==> src/hw/rtl/jsc_pkg.sv <==
`default_nettype none

package jsc_pkg;

   // Width of the brace and bracket nesting counters.
   localparam int DEPTH_BITS = 16;

   typedef logic [7:0]            char_type;
   typedef logic [DEPTH_BITS-1:0] depth_type;
   typedef logic [1:0]            nonblank_type;

   localparam depth_type    DEPTH_MAX     = '1;
   localparam nonblank_type NONBLANK_NONE = 2'd0;
   localparam nonblank_type NONBLANK_TWO  = 2'd2;

   // Characters that the shape check looks at.
   localparam char_type CHAR_SPACE     = 8'h20;
   localparam char_type CHAR_TAB       = 8'h09;
   localparam char_type CHAR_LF        = 8'h0A;
   localparam char_type CHAR_CR        = 8'h0D;
   localparam char_type CHAR_LBRACE    = 8'h7B;
   localparam char_type CHAR_RBRACE    = 8'h7D;
   localparam char_type CHAR_LBRACKET  = 8'h5B;
   localparam char_type CHAR_RBRACKET  = 8'h5D;
   localparam char_type CHAR_COLON     = 8'h3A;
   localparam char_type CHAR_BACKSLASH = 8'h5C;
   localparam char_type CHAR_QUOTE     = 8'h22;

   // Tracking state carried from one item to the next within a text.
   typedef struct packed {
      logic         inside_string;
      logic         escape_pending;
      logic         colon_seen;
      logic         failed;
      logic         overflow;
      depth_type    brace_depth;
      depth_type    bracket_depth;
      char_type     opening_char;
      char_type     closing_char;
      nonblank_type nonblank_count;
   } shape_state_type;

   function automatic logic is_blank(input char_type c);
      return (c == CHAR_SPACE) || (c == CHAR_TAB) || (c == CHAR_LF) || (c == CHAR_CR);
   endfunction

endpackage

`default_nettype wire

==> src/hw/rtl/jsc_ifs.sv <==
`default_nettype none

// Input channel: one text byte per item, with a flag on the final byte.
interface jsc_req_if import jsc_pkg::*; ();
   logic     valid;
   logic     ready;
   char_type data_byte;
   logic     end_of_text;

   modport source (output valid, output data_byte, output end_of_text, input ready);
   modport sink (input valid, input data_byte, input end_of_text, output ready);
endinterface

// Result channel: one verdict item per text.
interface jsc_rsp_if ();
   logic valid;
   logic ready;
   logic looks_like_json;
   logic depth_overflow;

   modport source (output valid, output looks_like_json, output depth_overflow, input ready);
   modport sink (input valid, input looks_like_json, input depth_overflow, output ready);
endinterface

`default_nettype wire

==> src/hw/rtl/json_shape_checker_top.sv <==
`default_nettype none

// Streaming JSON shape check. The text enters one byte per item on req_chan, with
// end_of_text set on its final byte, and exactly one verdict item leaves on rsp_chan
// for each text. The verdict says whether the outer non-blank bytes form a matching
// brace or bracket pair, whether nesting outside strings stays balanced and never goes
// negative, whether strings are closed, and whether an object holds a colon;
// depth_overflow reports that a nesting counter saturated at jsc_pkg::DEPTH_BITS bits.
// The block takes one byte per clock cycle while its input is not stalled. A byte is held
// in an input register, then a single state-update stage folds it into the tracking
// state and, for a final byte, into the result register that shows the verdict. Input
// stalls only while a verdict is waiting in the result register and the next final byte
// reaches the update stage.
module json_shape_checker_top import jsc_pkg::*; (
   input  logic      clock,
   input  logic      reset,
   jsc_req_if.sink   req_chan,
   jsc_rsp_if.source rsp_chan
);

   logic            stage_valid_ff;
   char_type        stage_byte_ff;
   logic            stage_last_ff;
   shape_state_type state_ff;
   shape_state_type state_in;
   shape_state_type st;
   logic            rsp_valid_ff;
   logic            rsp_json_ff;
   logic            rsp_ovf_ff;
   logic            verdict_in;
   logic            advance;

   // The staged item moves on unless it is a final byte and the result register is full and not being taken.
   assign advance = stage_valid_ff && (!stage_last_ff || !rsp_valid_ff || rsp_chan.ready);
   assign req_chan.ready = !stage_valid_ff || advance;

   // Fold the staged byte into the tracking state and form the verdict.
   always_comb begin
      st = state_ff;
      if (!is_blank(stage_byte_ff)) begin
         if (st.nonblank_count == NONBLANK_NONE) begin
            st.opening_char = stage_byte_ff;
         end
         st.closing_char = stage_byte_ff;
         if (st.nonblank_count != NONBLANK_TWO) begin
            st.nonblank_count = st.nonblank_count + nonblank_type'(1);
         end
      end
      if ((st.nonblank_count != NONBLANK_NONE) && !state_ff.failed) begin
         priority if (st.escape_pending) begin
            st.escape_pending = 1'b0;
         end else if (stage_byte_ff == CHAR_BACKSLASH) begin
            if (st.inside_string) begin
               st.escape_pending = 1'b1;
            end
         end else if (stage_byte_ff == CHAR_QUOTE) begin
            st.inside_string = !st.inside_string;
         end else if (!st.inside_string) begin
            priority if (stage_byte_ff == CHAR_LBRACE) begin
               if (st.brace_depth == DEPTH_MAX) begin
                  st.overflow = 1'b1;
               end else begin
                  st.brace_depth = st.brace_depth + depth_type'(1);
               end
            end else if (stage_byte_ff == CHAR_RBRACE) begin
               if (st.brace_depth == '0) begin
                  st.failed = 1'b1;
               end else begin
                  st.brace_depth = st.brace_depth - depth_type'(1);
               end
            end else if (stage_byte_ff == CHAR_LBRACKET) begin
               if (st.bracket_depth == DEPTH_MAX) begin
                  st.overflow = 1'b1;
               end else begin
                  st.bracket_depth = st.bracket_depth + depth_type'(1);
               end
            end else if (stage_byte_ff == CHAR_RBRACKET) begin
               if (st.bracket_depth == '0) begin
                  st.failed = 1'b1;
               end else begin
                  st.bracket_depth = st.bracket_depth - depth_type'(1);
               end
            end else if (stage_byte_ff == CHAR_COLON) begin
               st.colon_seen = 1'b1;
            end else begin
               st.colon_seen = st.colon_seen;
            end
         end else begin
            st.inside_string = 1'b1;
         end
      end

      verdict_in = (st.nonblank_count == NONBLANK_TWO)
         && (((st.opening_char == CHAR_LBRACE) && (st.closing_char == CHAR_RBRACE))
            || ((st.opening_char == CHAR_LBRACKET) && (st.closing_char == CHAR_RBRACKET)))
         && !st.failed && !st.overflow
         && (st.brace_depth == '0) && (st.bracket_depth == '0) && !st.inside_string
         && !((st.opening_char == CHAR_LBRACE) && !st.colon_seen);

      // Everything clears once the final byte of a text has been folded in.
      state_in = stage_last_ff ? '0 : st;
   end

   // Control state: stage occupancy, tracking state and result occupancy.
   always_ff @(posedge clock) begin
      if (reset) begin
         stage_valid_ff <= 1'b0;
         state_ff       <= '0;
         rsp_valid_ff   <= 1'b0;
      end else begin
         if (req_chan.ready) begin
            stage_valid_ff <= req_chan.valid;
         end
         if (advance) begin
            state_ff <= state_in;
         end
         if (advance && stage_last_ff) begin
            rsp_valid_ff <= 1'b1;
         end else if (rsp_chan.ready) begin
            rsp_valid_ff <= 1'b0;
         end
      end
   end

   // Payload registers of the input stage and the result.
   always_ff @(posedge clock) begin
      if (req_chan.valid && req_chan.ready) begin
         stage_byte_ff <= req_chan.data_byte;
         stage_last_ff <= req_chan.end_of_text;
      end
      if (advance && stage_last_ff) begin
         rsp_json_ff <= verdict_in;
         rsp_ovf_ff  <= st.overflow;
      end
   end

   assign rsp_chan.valid           = rsp_valid_ff;
   assign rsp_chan.looks_like_json = rsp_json_ff;
   assign rsp_chan.depth_overflow  = rsp_ovf_ff;

endmodule

`default_nettype wire

==> src/flat_wrapper.sv <==
// flat-port wrapper written by rule: the top's interface ports become plain ports
module json_shape_checker_top_flat import jsc_pkg::*;
  (clock, reset, req_chan_valid, req_chan_data_byte, req_chan_end_of_text, req_chan_ready, rsp_chan_valid, rsp_chan_looks_like_json, rsp_chan_depth_overflow, rsp_chan_ready);
  jsc_req_if req_chan_i ();
  jsc_rsp_if rsp_chan_i ();
  input  logic clock;
  input  logic reset;
  input wire logic [$bits(req_chan_i.valid)-1:0] req_chan_valid;
  input wire logic [$bits(req_chan_i.data_byte)-1:0] req_chan_data_byte;
  input wire logic [$bits(req_chan_i.end_of_text)-1:0] req_chan_end_of_text;
  output wire logic [$bits(req_chan_i.ready)-1:0] req_chan_ready;
  output wire logic [$bits(rsp_chan_i.valid)-1:0] rsp_chan_valid;
  output wire logic [$bits(rsp_chan_i.looks_like_json)-1:0] rsp_chan_looks_like_json;
  output wire logic [$bits(rsp_chan_i.depth_overflow)-1:0] rsp_chan_depth_overflow;
  input wire logic [$bits(rsp_chan_i.ready)-1:0] rsp_chan_ready;
  assign req_chan_i.valid = req_chan_valid;
  assign req_chan_i.data_byte = req_chan_data_byte;
  assign req_chan_i.end_of_text = req_chan_end_of_text;
  assign req_chan_ready = req_chan_i.ready;
  assign rsp_chan_valid = rsp_chan_i.valid;
  assign rsp_chan_looks_like_json = rsp_chan_i.looks_like_json;
  assign rsp_chan_depth_overflow = rsp_chan_i.depth_overflow;
  assign rsp_chan_i.ready = rsp_chan_ready;
  json_shape_checker_top u_core (.clock(clock), .reset(reset), .req_chan(req_chan_i), .rsp_chan(rsp_chan_i));
endmodule
==> config.mk <==
export PLATFORM = sky130hd
export DESIGN_NAME = json_shape_checker_top_flat
export DESIGN_NICKNAME = d
export VERILOG_FILES = /design/src/hw/rtl/jsc_pkg.sv /design/src/hw/rtl/jsc_ifs.sv /design/src/hw/rtl/json_shape_checker_top.sv /design/src/flat_wrapper.sv
export SDC_FILE = /design/constraint.sdc
export NUM_CORES = 1
export LEC_CHECK = 0
export ABC_AREA = 0
export BUFFER_PORTS_ARGS = -buffer_cell sky130_fd_sc_hd__buf_2
export CAP_MARGIN = 20
export CORE_ASPECT_RATIO = 0.7
export CORE_MARGIN = 2
export CORE_UTILIZATION = 43
export DETAILED_ROUTE_END_ITERATION = 7
export PLACE_DENSITY_LB_ADDON = 0.2
export SETUP_SLACK_MARGIN = 0.4
export SLEW_MARGIN = 20
export SYNTH_ARGS = -nofsm -noshare
export SYNTH_HDL_FRONTEND = slang
export SYNTH_SLANG_ARGS = --single-unit
==> constraint.sdc <==
create_clock -name clock -period 6.35 [get_ports clock]
set_clock_uncertainty 0.05 [all_clocks]
set_input_delay 1.5875 -clock clock [delete_from_list [all_inputs] [get_ports clock]]
set_output_delay 1.5875 -clock clock [all_outputs]
set_load 0.1 [all_outputs]
Word-level counts from Yosys, hierarchy flattened

Cells that the tools add are included.

Output and inout port bits: 4
Word-level logic and storage cells: 120
Register bits after elaboration: 68

Reductions and logical operators: 40
Muxes and demuxes: 40
$add $sub $neg: 5
Equality and inequality tests: 19

Operators by type and width:

| operator                                             | number |
|---|---|
| two-way mux 16 bit                                   | 9 |
| two-way mux 35 bit                                   | 4 |
| equality test 8 x 7 -> 1 bit (second input constant) | 9 |
| logical NOT 16 bit                                   | 4 |
| two-way mux 55 bit                                   | 1 |
| two-way mux 37 bit                                   | 1 |
| adder 16 x 1 -> 16 bit (second input constant)       | 2 |
| equality test 16 bit (second input constant)         | 2 |
| subtractor 16 x 1 -> 16 bit (second input constant)  | 2 |
| equality test 8 x 4 -> 1 bit (second input constant) | 3 |
| equality test 8 x 6 -> 1 bit (second input constant) | 3 |
| two-way mux 1 bit                                    | 19 |
| two-way mux 18 bit                                   | 1 |
| two-way mux 17 bit                                   | 1 |
| logical AND 1 bit                                    | 14 |
| logical NOT 1 bit                                    | 10 |
| two-way mux 8 bit                                    | 1 |
| logical OR 1 bit                                     | 7 |
| two-way mux 2 bit                                    | 3 |
| nonzero test 2 bit                                   | 3 |
| adder 2 x 1 -> 2 bit (second input constant)         | 1 |
| equality test 2 bit (second input constant)          | 1 |
| logical NOT 2 bit                                    | 1 |
| inequality test 2 bit (second input constant)        | 1 |
| AND reduction 2 bit                                  | 1 |

Logic depth before layout (Yosys ltp)

Depth in word-level cells: 18
Gate-level depth with buffers: 13

Least setup slack after synthesis

No wires, ideal clock.

Path kind: input-to-output
Start: input rsp_chan_ready
End: output req_chan_ready
Required time: 4.713 ns
Stages: 2
Data arrival time: 2.566 ns
Path slack: 2.147 ns
Path through: nor2b_1 nand3_1

Cells in the longest elaborated chain, start to end: 3

RTL lines:

| item              | line                         | RTL |
|---|---|---|
| from (decl)       | flat_wrapper.sv:15           | `input wire logic [$bits(rsp_chan_i.ready)-1:0] rsp_chan_ready;` |
| logical OR 1 bit  | json_shape_checker_top.sv:34 | `assign advance = stage_valid_ff && (!stage_last_ff \|\| !rsp_valid_ff \|\| rsp_chan.ready);` |
| logical AND 1 bit | json_shape_checker_top.sv:34 |  |
| logical OR 1 bit  | json_shape_checker_top.sv:35 | `assign req_chan.ready = !stage_valid_ff \|\| advance;` |
| to (decl)         | flat_wrapper.sv:11           | `output wire logic [$bits(req_chan_i.ready)-1:0] req_chan_ready;` |

Every way passes these cells.

Final worst setup path

Ends and elaborated chain as after synthesis.

==> flow_metrics.env <==
export IMPL_peakVddDrop_uv=202
export IMPL_synth_compound_area_share_pct=23.4
export IMPL_grtUsageMet2_pct=35.8
export IMPL_worstPathCellList="buf_2, nor2b_1, nand3_1, buf_2"
export IMPL_syn2layout_area_growth_pct=7.09
export IMPL_hold_buffers=0
export IMPL_fin_util_pct=47.0
export IMPL_cts_sinks=68
export IMPL_yosys_area_share_simple_pct=35.0
export IMPL_grt_pass1_vias=4472
export IMPL_cts_resized=0
export IMPL_initial_core_util_pct=43.9
export IMPL_synth_cells=640
export IMPL_cp_required_ps=4710
export IMPL_synthMuxAreaShare_pct=0
export IMPL_clk_pin_slew_ps=60
export IMPL_drt_wl_total_um=14800
export IMPL_drc=0
export IMPL_syn_nets=659
export IMPL_root_buffer="clkbuf_16"
export IMPL_slew_limit_headroom_pct=22.5
export IMPL_postLayoutCellArea_sq_um=5160
export IMPL_ys_seq_area_share_pct=30.5
export IMPL_num_nets_final=633
export IMPL_worstPathMaxFanout=4
export IMPL_ys_types=70
export IMPL_io_buffer_count=16
export IMPL_cts_max_level=3
export IMPL_crit_family="buffers and inverters"
export IMPL_die_y_um=92.6
export IMPL_finalSetupViolations=0
export IMPL_top_usage_layer="met1"
export IMPL_min_path_type="flip-flop to flip-flop"
export IMPL_placed_area_sq_um=4880
export IMPL_grt_antenna_before_repair=0
export IMPL_io_pins=17
export IMPL_critPathLaunchType="input port"
export IMPL_worst_pin_slew_ps=1160
export IMPL_cts_buffers_inserted=9
export IMPL_cpMostUsedCell="buf_2"
export IMPL_syn_cell_area_sq_um=4820
export IMPL_core_sq_um=11000
export IMPL_finalCritPeriodShare_pct=63.5
export IMPL_grt_pass1_wl_um=24200
export IMPL_clockBufferDepth=2
export IMPL_crit_type="input port to primary output"
export IMPL_cp_slowest_cell="buf_2"
export IMPL_chipWidth_um=131
export IMPL_status="finished clean"
export IMPL_yosysWarnings=0
export IMPL_synthArstFlopShare_pct=0
export IMPL_postCtsSetupBuffers=0
export IMPL_avgSynthCellArea_sq_um=7.53
export IMPL_gp_congestion=0.982
export IMPL_power_per_cell_area_nw_per_um2=196
export IMPL_period_needed_ps=4030
export IMPL_wire_per_inst_um=19.1
export IMPL_endpoint_kind="primary output"
export IMPL_drtPass1Iterations=5
export IMPL_grtUsageTotal_pct=25.8
export IMPL_maxCapViolCount=0
export IMPL_vias=4956
export IMPL_first_iter_violations=470
export IMPL_rsz0062_at_grt="false"
export IMPL_worst_path_buf_inv=2
export IMPL_hold_viol_final=0
export IMPL_final_setup_tns_ps=0
export IMPL_placementRows=32
export IMPL_ys_ff_latch=68
export IMPL_grt_overflow=0
export IMPL_post_dp_hpwl_um=10400
export IMPL_leakagePower_nw=1.78
export IMPL_synth_flop_cell="dfxtp_1"
export IMPL_synth_edff_count=11
export IMPL_via_per_inst=6.42
export IMPL_max_freq_ghz=0.248
export IMPL_grtUsageMet3_pct=5.95
export IMPL_layout_drive_gt1_share_pct=8.72
export IMPL_ant_nets=0
export IMPL_clkLatencyLatePin_ps=350
export IMPL_synth_top_family_by_area="simple AND/OR/NAND/NOR gates"
export IMPL_report_final_slew_viol_count=0
export IMPL_num_antenna_cells=0
export IMPL_cts_tree="done"
export IMPL_cpPeakStageDelay_ps=360
export IMPL_synth_fa_ha_area_share_pct=1.56
export IMPL_grt_max_degree=56
export IMPL_use_met1_pct=39.3
export IMPL_synth_xor_area_share_pct=3.45
export IMPL_die_area_sq_um=12100
export IMPL_cp_data_arrival_time_ps=2390
flip-flops by register name, summed over array words and instances (netlist names):
| signal | flops |
|---|---|
| u_core.rsp_chan.depth_overflow | 1 |
| u_core.rsp_chan.looks_like_json | 1 |
| u_core.rsp_chan.valid | 1 |
| u_core.stage_byte_ff | 8 |
| u_core.stage_last_ff | 1 |
| u_core.stage_valid_ff | 1 |
| u_core.state_ff | 55 |
cell families (layout without fill, tap and decap cells):
group / count (synthesis) / after routing
buffers and inverters: 69 / 48
and+or+nand+nor: 305 / 305
adders and majority gates: 6 / 6
AOI/OAI and AO/OA: 173 / 173
DFF: 68 / 68
xor gates and xnor gates: 19 / 19
cell type report:
cell class / count / area, sq um
Multi-Input combinational cell: 503 / 3060
Sequential cell: 68 / 1470
Fill cell: 1119 / 5810
Tap cell: 153 / 191
Timing Repair Buffer: 19 / 103
Inverter: 13 / 48.8
Clock buffer: 9 / 225
Clock inverter: 7 / 57.6
cell usage in the layout (no fill, tap or decap), drive strengths merged, types with 19 or more instances in the layout:
cell type   n
or3        19
nand2      42
nand4      20
dfxtp      57
buf        19
a21oi      39
nor3       24
nor4       21
nor2       85
nand3      25
o21ai      43
a22oi      39
stage by stage:
stage | hold slack [ps] | cells | total power (W) | worst slack [ps]
after floorplan | 388 | 640 | 0.000516 | 2150
after global placement | 407 | 756 | 0.000534 | 2350
after detailed placement | 410 | 756 | 0.000536 | 2300
after global routing | 485 | 772 | 0.00105 | 2180
after CTS | 428 | 772 | 0.00102 | 2310
final | 435 | 772 | 0.00101 | 2320
cell usage after synthesis (7+ instances only):
library cell / n / area, sq um
nor2_1: 84 / 315
dfxtp_1: 57 / 1140
nand2_1: 42 / 158
clkbuf_1: 40 / 150
a21oi_1: 39 / 195
a22oi_1: 39 / 293
o21ai_0: 38 / 190
nand3_1: 25 / 125
nor3_1: 23 / 115
nand4_1: 20 / 125
nor4_1: 18 / 113
or3_1: 17 / 106
inv_1: 13 / 48.8
edfxtp_1: 11 / 330
xnor2_1: 11 / 96.3
buf_2: 10 / 50.1
and3_1: 9 / 56.3
or4_1: 8 / 60.1
xor2_1: 8 / 70.1
and2_1: 7 / 43.8
per-layer routing:
metal | part of all wire [%] | vias up
li1 | - | 2346
met4 | 1.4 | 0
met1 | 48 | 2345
met2 | 41 | 248
met3 | 10 | 17
met5 | 0 | -
worst register-to-register path, cell delays in order (launching register included):
cell      delay (ps)
edfxtp_1         590
and3b_1          280
o21ai_1          430
a211o_1          250
nand3_1          490
a21oi_1          460
xor2_1           120
nor4_1           530
nand4_1          240
nor4_2           280
where the power goes:
| part | internal (W) | leakage (nW) | switching (W) |
|---|---|---|---|
| logic | 0.0000200 | 1.08 | 0.0000463 |
| registers | 0.000446 | 0.568 | 0.0000162 |
| clock network | 0.000270 | 0.135 | 0.000214 |
path summary, 6_finish.rpt:
path | from | end | slack (ps) | depth (start not counted)
setup / recovery | rsp_chan_ready | req_chan_ready | 2320 | 4
setup reg to reg | u_core.stage_byte_ff[0] | u_core.rsp_chan.looks_like_json | 2450 | 9
hold reg to reg | u_core.state_ff[52] | u_core.state_ff[52] | 440 | 2
hold / removal | u_core.state_ff[52] | u_core.state_ff[52] | 440 | 2
(Power assumes the default switching activity.)
